===== src/rtl/core/wpsg_pkg.sv =====
package wpsg_pkg;

    // Register addresses of the bus write
    localparam logic [3:0] ADDR_SELECT    = 4'd0;
    localparam logic [3:0] ADDR_MAIN_BAL  = 4'd1;
    localparam logic [3:0] ADDR_FREQ_LO   = 4'd2;
    localparam logic [3:0] ADDR_FREQ_HI   = 4'd3;
    localparam logic [3:0] ADDR_CONTROL   = 4'd4;
    localparam logic [3:0] ADDR_CHAN_BAL  = 4'd5;
    localparam logic [3:0] ADDR_WAVE_DATA = 4'd6;
    localparam logic [3:0] ADDR_NOISE     = 4'd7;
    localparam logic [3:0] ADDR_LFO_RATE  = 4'd8;
    localparam logic [3:0] ADDR_LFO_CTRL  = 4'd9;

    // Noise reload is the inverted low five bits of the noise write data shifted up by this much
    localparam int NOISE_SHIFT = 7;

    typedef struct packed {
        logic [3:0] reg_address;
        logic [7:0] write_data;
    } req_word_t;

    typedef struct packed {
        logic [2:0]  selected_channel;
        logic        channel_touched;
        logic [4:0]  current_sample;
        logic [4:0]  wave_index;
        logic [11:0] period_value;
        logic [4:0]  channel_volume;
        logic        play_enable;
        logic        direct_mode;
        logic        noise_on;
        logic [11:0] noise_reload;
        logic        modulator_on;
        logic [1:0]  modulator_mode;
    } rsp_word_t;

    typedef enum logic [1:0] {
        ST_IDLE,
        ST_READ,
        ST_COMMIT,
        ST_REPLY
    } wpsg_state_t;

    typedef struct packed {
        logic capture;
        logic read;
        logic commit;
    } wpsg_cmd_t;

endpackage


===== src/rtl/core/wpsg_ctrl.sv =====
module wpsg_ctrl (
    input  logic              clk,
    input  logic              rst_n,
    input  logic              req_valid,
    output logic              req_stall,
    output logic              rsp_valid,
    input  logic              rsp_stall,
    output wpsg_pkg::wpsg_cmd_t cmd
);
    import wpsg_pkg::*;

    wpsg_state_t state_reg;
    wpsg_state_t state_next;

    // Hold the state
    always_ff @(posedge clk or negedge rst_n)
    begin
        if (!rst_n)
        begin
            state_reg <= ST_IDLE;
        end
        else
        begin
            state_reg <= state_next;
        end
    end

    // Sequence one word: capture, read wave RAM, commit, reply
    always_comb
    begin
        state_next  = state_reg;
        cmd         = '0;
        req_stall   = 1'b1;
        rsp_valid   = 1'b0;
        unique case (state_reg)
            ST_IDLE:
            begin
                req_stall = 1'b0;
                if (req_valid)
                begin
                    cmd.capture = 1'b1;
                    state_next  = ST_READ;
                end
            end
            ST_READ:
            begin
                cmd.read   = 1'b1;
                state_next = ST_COMMIT;
            end
            ST_COMMIT:
            begin
                cmd.commit = 1'b1;
                state_next = ST_REPLY;
            end
            ST_REPLY:
            begin
                rsp_valid = 1'b1;
                if (!rsp_stall)
                begin
                    state_next = ST_IDLE;
                end
            end
            default:
            begin
                state_next = ST_IDLE;
            end
        endcase
    end

endmodule


===== src/rtl/core/wpsg_datapath.sv =====
module wpsg_datapath #(
    parameter int NUM_CHANNELS = 6,
    parameter int WAVE_DEPTH   = 32
) (
    input  logic                clk,
    input  logic                rst_n,
    input  wpsg_pkg::wpsg_cmd_t cmd,
    input  wpsg_pkg::req_word_t req_word,
    output wpsg_pkg::rsp_word_t rsp_word
);
    import wpsg_pkg::*;

    localparam int CH_W      = $clog2(NUM_CHANNELS);
    localparam int POS_W     = $clog2(WAVE_DEPTH);
    localparam int MEM_DEPTH = NUM_CHANNELS * WAVE_DEPTH;
    localparam int MEM_AW    = $clog2(MEM_DEPTH);

    function automatic logic [POS_W-1:0] pos_inc(input logic [POS_W-1:0] p);
        logic [POS_W-1:0] r;
        if (p == POS_W'(WAVE_DEPTH - 1))
        begin
            r = '0;
        end
        else
        begin
            r = p + POS_W'(1);
        end
        return r;
    endfunction

    function automatic logic [4:0] low5(input logic [POS_W-1:0] p);
        logic [31:0] t;
        t = 32'(p);
        return t[4:0];
    endfunction

    // Captured word
    logic [3:0]  addr_reg;
    logic [7:0]  data_reg;

    // Global and per-channel state
    logic [2:0]       sel_reg;
    logic [1:0]       lfo_mode_reg;
    logic             lfo_on_reg;
    logic             touched_reg;
    logic             touched_next;
    logic [11:0]      period_reg [NUM_CHANNELS];
    logic [POS_W-1:0] pos_reg    [NUM_CHANNELS];
    logic [4:0]       sample_reg [NUM_CHANNELS];
    logic [4:0]       vol_reg    [NUM_CHANNELS];
    logic             en_reg     [NUM_CHANNELS];
    logic             dir_reg    [NUM_CHANNELS];
    logic             noise_on_reg    [2];
    logic [11:0]      noise_count_reg [2];

    // Wave RAM with one valid bit per entry
    logic [4:0]           wave_mem [MEM_DEPTH];
    logic [MEM_DEPTH-1:0] wave_vld_reg;
    logic [4:0]           rd_data_reg;
    logic                 rd_hit_reg;

    logic            ch_ok;
    logic            noisy;
    logic [CH_W-1:0] ch;
    logic            nz;
    logic            d6;
    logic            d7;
    logic            rewind;
    logic            step;
    logic [POS_W-1:0] new_pos;
    logic [CH_W-1:0]  rd_ch;
    logic [POS_W-1:0] rd_pos;
    logic [MEM_AW-1:0] rd_idx;
    logic [MEM_AW-1:0] wr_idx;
    logic [4:0]       ram_sample;
    logic             wr_en;

    // Decode the selected channel and the control write
    always_comb
    begin
        ch_ok   = 32'(sel_reg) < NUM_CHANNELS;
        ch      = sel_reg[CH_W-1:0];
        noisy   = ch_ok && (32'(sel_reg) >= NUM_CHANNELS - 2);
        nz      = (ch == CH_W'(NUM_CHANNELS - 1));
        d6      = data_reg[6];
        d7      = data_reg[7];
        rewind  = dir_reg[ch] && !d6;
        step    = !en_reg[ch] && d7 && !d6;
        new_pos = rewind ? '0 : pos_reg[ch];
        if (step)
        begin
            new_pos = pos_inc(new_pos);
        end
        if (addr_reg == ADDR_LFO_CTRL)
        begin
            rd_ch  = CH_W'(1);
            rd_pos = '0;
        end
        else
        begin
            rd_ch  = ch;
            rd_pos = new_pos;
        end
        rd_idx     = MEM_AW'(rd_ch) * MEM_AW'(WAVE_DEPTH) + MEM_AW'(rd_pos);
        wr_idx     = MEM_AW'(ch) * MEM_AW'(WAVE_DEPTH) + MEM_AW'(pos_reg[ch]);
        ram_sample = rd_hit_reg ? rd_data_reg : 5'd0;
        wr_en      = cmd.commit && (addr_reg == ADDR_WAVE_DATA) && ch_ok && !dir_reg[ch];
        touched_next = (ch_ok && (addr_reg inside {ADDR_FREQ_LO, ADDR_FREQ_HI, ADDR_CONTROL,
                                                   ADDR_CHAN_BAL, ADDR_WAVE_DATA}))
                       || (noisy && (addr_reg == ADDR_NOISE));
    end

    // Read and write the wave RAM
    always_ff @(posedge clk)
    begin
        if (cmd.read)
        begin
            rd_data_reg <= wave_mem[rd_idx];
        end
        if (wr_en)
        begin
            wave_mem[wr_idx] <= data_reg[4:0];
        end
    end

    // Track written entries
    always_ff @(posedge clk or negedge rst_n)
    begin
        if (!rst_n)
        begin
            wave_vld_reg <= '0;
            rd_hit_reg   <= 1'b0;
        end
        else
        begin
            if (cmd.read)
            begin
                rd_hit_reg <= wave_vld_reg[rd_idx];
            end
            if (wr_en)
            begin
                wave_vld_reg[wr_idx] <= 1'b1;
            end
        end
    end

    // Capture the word
    always_ff @(posedge clk)
    begin
        if (cmd.capture)
        begin
            addr_reg <= req_word.reg_address;
            data_reg <= req_word.write_data;
        end
    end

    // Commit the register write
    always_ff @(posedge clk or negedge rst_n)
    begin
        if (!rst_n)
        begin
            sel_reg      <= '0;
            lfo_mode_reg <= '0;
            lfo_on_reg   <= 1'b0;
            touched_reg  <= 1'b0;
            for (int i = 0; i < NUM_CHANNELS; i++)
            begin
                period_reg[i] <= '0;
                pos_reg[i]    <= '0;
                sample_reg[i] <= '0;
                vol_reg[i]    <= '0;
                en_reg[i]     <= 1'b0;
                dir_reg[i]    <= 1'b0;
            end
            for (int i = 0; i < 2; i++)
            begin
                noise_on_reg[i]    <= 1'b0;
                noise_count_reg[i] <= '0;
            end
        end
        else if (cmd.commit)
        begin
            touched_reg <= touched_next;
            case (addr_reg)
                ADDR_SELECT:
                begin
                    sel_reg <= data_reg[2:0];
                end
                ADDR_FREQ_LO:
                begin
                    if (ch_ok)
                    begin
                        period_reg[ch] <= {period_reg[ch][11:8], data_reg};
                    end
                end
                ADDR_FREQ_HI:
                begin
                    if (ch_ok)
                    begin
                        period_reg[ch] <= {data_reg[3:0], period_reg[ch][7:0]};
                    end
                end
                ADDR_CONTROL:
                begin
                    if (ch_ok)
                    begin
                        pos_reg[ch] <= new_pos;
                        if (rewind || step)
                        begin
                            sample_reg[ch] <= ram_sample;
                        end
                        vol_reg[ch] <= data_reg[4:0];
                        en_reg[ch]  <= d7;
                        dir_reg[ch] <= d6;
                    end
                end
                ADDR_WAVE_DATA:
                begin
                    if (ch_ok)
                    begin
                        if (!dir_reg[ch] && !en_reg[ch])
                        begin
                            pos_reg[ch] <= pos_inc(pos_reg[ch]);
                        end
                        if (en_reg[ch])
                        begin
                            sample_reg[ch] <= data_reg[4:0];
                        end
                    end
                end
                ADDR_NOISE:
                begin
                    if (noisy)
                    begin
                        if (!noise_on_reg[nz] && d7)
                        begin
                            noise_count_reg[nz] <= 12'(~data_reg[4:0]) << NOISE_SHIFT;
                        end
                        noise_on_reg[nz] <= d7;
                    end
                end
                ADDR_LFO_CTRL:
                begin
                    lfo_mode_reg <= data_reg[1:0];
                    lfo_on_reg   <= d7;
                    if (d7)
                    begin
                        pos_reg[1]    <= '0;
                        sample_reg[1] <= ram_sample;
                    end
                end
                default:
                begin
                end
            endcase
        end
    end

    // Build the snapshot of the selected channel
    always_comb
    begin
        rsp_word                  = '0;
        rsp_word.selected_channel = sel_reg;
        rsp_word.channel_touched  = touched_reg;
        rsp_word.modulator_on     = lfo_on_reg;
        rsp_word.modulator_mode   = lfo_mode_reg;
        if (ch_ok)
        begin
            rsp_word.current_sample = sample_reg[ch];
            rsp_word.wave_index     = low5(pos_reg[ch]);
            rsp_word.period_value   = period_reg[ch];
            rsp_word.channel_volume = vol_reg[ch];
            rsp_word.play_enable    = en_reg[ch];
            rsp_word.direct_mode    = dir_reg[ch];
        end
        if (noisy)
        begin
            rsp_word.noise_on     = noise_on_reg[nz];
            rsp_word.noise_reload = noise_count_reg[nz];
        end
    end

endmodule


===== src/rtl/core/wavetable_psg_register_write.sv =====
// Register write port of a wavetable sound generator.
// Request channel (req_valid, req_stall, req_word) carries one bus write:
// a 4-bit register address and a data byte. Response channel (rsp_valid,
// rsp_stall, rsp_word) returns one snapshot of the selected channel per
// write, after the write has taken effect.
// A word is taken when valid is high and stall is low at a rising edge.
// Sequence: the request is captured, the wave RAM is read, the write is
// committed, and then rsp_valid rises in the reply state. A new write is
// not taken until the response of the last one is taken; the wave RAM read
// and its registered data add a state to each write.
// While a write is in flight or its response waits, req_stall stays high.
// When rsp_stall is high the response holds unchanged until it is taken.
// Reset clears the select, LFO settings, all channel registers and the
// valid bits of the wave RAM, so unwritten samples read as zero; no clearing
// pass is needed and a request can be taken as soon as reset is released.
module wavetable_psg_register_write #(
    parameter int NUM_CHANNELS = 6,
    parameter int WAVE_DEPTH   = 32
) (
    input  logic                clk,
    input  logic                rst_n,
    input  logic                req_valid,
    output logic                req_stall,
    input  wpsg_pkg::req_word_t req_word,
    output logic                rsp_valid,
    input  logic                rsp_stall,
    output wpsg_pkg::rsp_word_t rsp_word
);
    import wpsg_pkg::*;

    wpsg_cmd_t cmd;

    wpsg_ctrl u_ctrl (
        .clk       (clk),
        .rst_n     (rst_n),
        .req_valid (req_valid),
        .req_stall (req_stall),
        .rsp_valid (rsp_valid),
        .rsp_stall (rsp_stall),
        .cmd       (cmd)
    );

    wpsg_datapath #(
        .NUM_CHANNELS (NUM_CHANNELS),
        .WAVE_DEPTH   (WAVE_DEPTH)
    ) u_datapath (
        .clk      (clk),
        .rst_n    (rst_n),
        .cmd      (cmd),
        .req_word (req_word),
        .rsp_word (rsp_word)
    );

endmodule


===== config.mk =====
export PLATFORM = sky130hd
export DESIGN_NAME = wavetable_psg_register_write
export DESIGN_NICKNAME = d
export VERILOG_FILES = /design/src/rtl/core/wpsg_pkg.sv /design/src/rtl/core/wpsg_ctrl.sv /design/src/rtl/core/wpsg_datapath.sv /design/src/rtl/core/wavetable_psg_register_write.sv
export SDC_FILE = /design/constraint.sdc
export NUM_CORES = 2
export LEC_CHECK = 0
export ABC_AREA = 1
export BUFFER_PORTS_ARGS = -buffer_cell sky130_fd_sc_hd__buf_2
export CELL_PAD_IN_SITES_DETAIL_PLACEMENT = 0
export CELL_PAD_IN_SITES_GLOBAL_PLACEMENT = 2
export CORE_ASPECT_RATIO = 1.2
export CORE_MARGIN = 2
export CORE_UTILIZATION = 45
export CTS_BUF_LIST = sky130_fd_sc_hd__clkbuf_8
export DETAILED_ROUTE_END_ITERATION = 10
export PLACE_DENSITY = 0.81
export SLEW_MARGIN = 0
export SYNTH_ARGS = -nofsm -noshare
export SYNTH_HDL_FRONTEND = slang
export SYNTH_SLANG_ARGS = --single-unit

===== constraint.sdc =====
create_clock -name clk -period 8.5 [get_ports clk]
set_input_delay 1.275 -clock clk [delete_from_list [all_inputs] [get_ports clk]]
set_output_delay 1.275 -clock clk [all_outputs]
set_load 0.1 [all_outputs]

==> qor.yml <==
status: "finished, final reports clean"
crit_required_ps: 9200
p_leak_nw: 25.0
std_cell_rows: 145
syn_to_final_growth_pct: 9.52
drtAntennaViolNets: 0
cts.htree.levels: 4
dp_hpwl_mm: 101
ios: 67
setup_viol: 0
crit_top_cell: "nand2_1"
max_freq_mhz: 170
worstSetupEndpointType: "flop"
tritoncts: "yes"
overflow: 0
clock-sinks: 1365
grt_usage: 0.262
wl_mm: 175
start_util: 0.453
port_buffers: 59
regArea_mm2: 0.0390
path_clk_slew_ps: 70
wl_per_cell_um: 23.9
tightest_slew_ps: 1080
fillers: 11931
die_y_um: 400
die_w_um: 334
critical_path.startpoint_type: "flop"
slew_violations: 0
post-place-ws_ps: 2680
switchingPower_w: 0.00991
skew_ps: 37.7
p_comb_frac: 0.412
intPower_w: 0.0125
grt_pass1_vias: 40332
hold_buffers: 0
synth_warnings: 0
period_share: 0.691
drtIter0Drc: 3667
min_period_ps: 5870
antenna_found_initial: 8
cp_top_family: "simple AND/OR/NAND/NOR gates"
pwr-share-clk: 0.238
crit_arrival_ps: 6580
crit_type: "flop to flop"
path_cells: "nor2_1 > inv_2 > nor2_4 > inv_2 > nor2_1 > nor3_1 > nand3_1 > nor2_1 > ha_1 > nand3b_1 > nand2_1 > nand3_4 > inv_2 > buf_4 > a21oi_1 > nand2_1 > nand3_1 > nand3_1 > nand2_1 > nand2_1 > nand2_1"
postSynthAreaPerCell_um2: 10.8
synth_area_mm2: 0.0588
finalHoldViolCount: 0
syn_inst: 5449
vias_per_cell: 5.63
grt_first_pass_wirelength_mm: 262
cts_setup_buffers: 0
power_frac_seq: 0.349
cp_slowest_cell: "inv_2"
cts.repair.resized: 0
ys_seq_area_frac: 0.664
clock_latency_ps: 960
die-area_mm2: 0.134
switching_share: 0.443
synth_ff_type: "edfxtp_1"
ir_drop_uv: 258
numCtsBuffers: 215
fin_nets: 5460
drtPass1Iterations: 5
crit_buf_inv: 4
multi_input_area_mm2: 0.0161
synth_edf_count: 977
max_cap_viol_count: 0
layout_setup_ws_ps: 2630
crit_fanout: 39
powerDensity_mw_per_mm2: 347
tns_ps: 0
core_area_mm2: 0.130
synth_cell_type_count: 48
p_total_w: 0.0224
postSynth.asyncResetShare: 0.284
largest_reg_flops: 960
synth_seq_cells: 1365
final_util: 0.496
clk_path_buf_depth: 3
relSlewSlack: 0.276
rsz0062_at_grt: "no"
place.gp.congestion: 0.816
holdCritPathClass: "input port to async pin"
vias: 41103
cts_root_buf: "clkbuf_8"
hold_ws_ps: 331
grt_max_degree: 150
drc: 0
max_stage_delay_ps: 1010
layout-drive-gt1-share: 0.0985
[layout make-up]
| class | instances | area share |
|---|---|---|
| Clock buffer | 241 | 0.0515 |
| Timing Repair Buffer | 145 | 0.0179 |
| Sequential cell | 1365 | 0.606 |
| Tap cell | 1690 | 0.0328 |
| Inverter | 512 | 0.0301 |
| Antenna cell | 3 | 0.000117 |
| Clock inverter | 156 | 0.0119 |
| Multi-Input combinational cell | 3193 | 0.250 |
[layer usage]
metal / track usage / up-vias / wire length (um) / share of wire
li1: - / 19149 / - / -
met1: 0.349 / 20421 / 74500 / 0.43
met2: 0.442 / 1240 / 86000 / 0.49
met3: 0.0377 / 291 / 9090 / 0.052
met4: 0.0892 / 2 / 4970 / 0.028
met5: 0 / - / 12 / 0.000069
[worst register-to-register path: stages, from the launching register on]
cell      delay (ps)
dfrtp_1          570
nor2_1           240
inv_2             90
nor2_4           640
inv_2            350
nor2_1           240
nor3_1            70
nand3_1          210
nor2_1            70
ha_1             190
nand3b_1         150
nand2_1          120
nand3_4          440
inv_2           1020
buf_4            420
a21oi_1           80
nand2_1           80
nand3_1          100
nand3_1          170
nand2_1          200
nand2_1          120
nand2_1           50
[stage by stage]
step	cells	instance area, um^2
floorplan	5455	58800
global placement	6905	60300
detailed placement	6905	60300
CTS	7302	64400
global route	7305	64400
finish	7305	64400
[power by group through the flow]
stage | sequential, W | clock (W) | combinational [W]
6_report | 0.00782 | 0.00533 | 0.00923
5_1_grt | 0.00785 | 0.00571 | 0.00999
4_1_cts | 0.00781 | 0.00543 | 0.00928
3_5_place_dp | 0.00794 | 0 | 0.00927
3_3_place_gp | 0.00794 | 0 | 0.00928
2_1_floorplan | 0.00806 | 0 | 0.00612
[logic make-up (layout without fill, tap and decap cells)]
kind of cell / after synthesis / count (layout) / synth area share
AOI/OAI and AO/OA: 1313 / 1313 / 0.131
adders and majority gates: 12 / 12 / 0.00255
buffers and inverters: 897 / 1054 / 0.0645
DFF: 1365 / 1365 / 0.664
muxes: 2 / 2 / 0.000340
other: 1 / 10 / 0.0000637
and+or+nand+nor: 1859 / 1859 / 0.138
[cell usage after synthesis, types with 3 or more instances]
cell	count	share of area
nor3_1	39	0.0033
nand2_1	826	0.053
a221oi_1	9	0.0013
clkinv_1	3	0.00019
o221ai_1	3	0.00045
o21ai_1	84	0.0071
ha_1	12	0.0026
edfxtp_1	977	0.50
o21a_1	7	0.00089
inv_2	16	0.0010
nor2_1	321	0.020
nor2_2	3	0.00032
nand2_4	3	0.00057
buf_2	173	0.015
a31oi_1	32	0.0034
clkbuf_1	160	0.010
dfrtp_1	388	0.17
nand2_2	6	0.00064
buf_4	39	0.0050
a21oi_1	253	0.022
nor2_4	6	0.0011
or2_1	3	0.00032
o21ai_0	480	0.041
or2_2	84	0.0089
buf_1	5	0.00032
nand4_1	15	0.0016
a22oi_1	27	0.0034
nand3_2	3	0.00051
buf_6	8	0.0015
o211ai_1	316	0.040
o2111ai_1	5	0.00074
inv_1	491	0.031
nand3_1	547	0.047
o22ai_1	87	0.0093
[cells in the final DEF (no fill, tap or decap), drive strengths merged, types with 9 or more instances in the layout]
| cell | count |
|---|---|
| o211ai | 316 |
| inv | 601 |
| edfxtp | 977 |
| nor2 | 330 |
| a21oi | 253 |
| nand2 | 835 |
| a22oi | 27 |
| or2 | 87 |
| a31oi | 32 |
| nand3 | 550 |
| buf | 145 |
| nand4 | 15 |
| o21ai | 565 |
| a221oi | 9 |
| clkbuf | 241 |
| o22ai | 87 |
| dfrtp | 388 |
| ha | 12 |
| nor3 | 39 |
| clkinv | 59 |
[final timing paths]
kind	startpoint	to	slack, ps	depth (start not counted)
max in group asynchronous	rst_n	u_datapath.wave_vld_reg[187]	6650	2
min reg2reg	u_datapath.wave_vld_reg[15]	u_datapath.wave_vld_reg[15]	450	2
max reg2reg	u_datapath.ch[1]	u_datapath.rd_data_reg[1]	2630	21
min in group clk	u_datapath.wave_vld_reg[15]	u_datapath.wave_vld_reg[15]	450	2
min	rst_n	u_datapath.period_reg[9]	330	1
max	u_datapath.ch[1]	u_datapath.rd_data_reg[1]	2630	21
(Power assumes the default switching activity.)
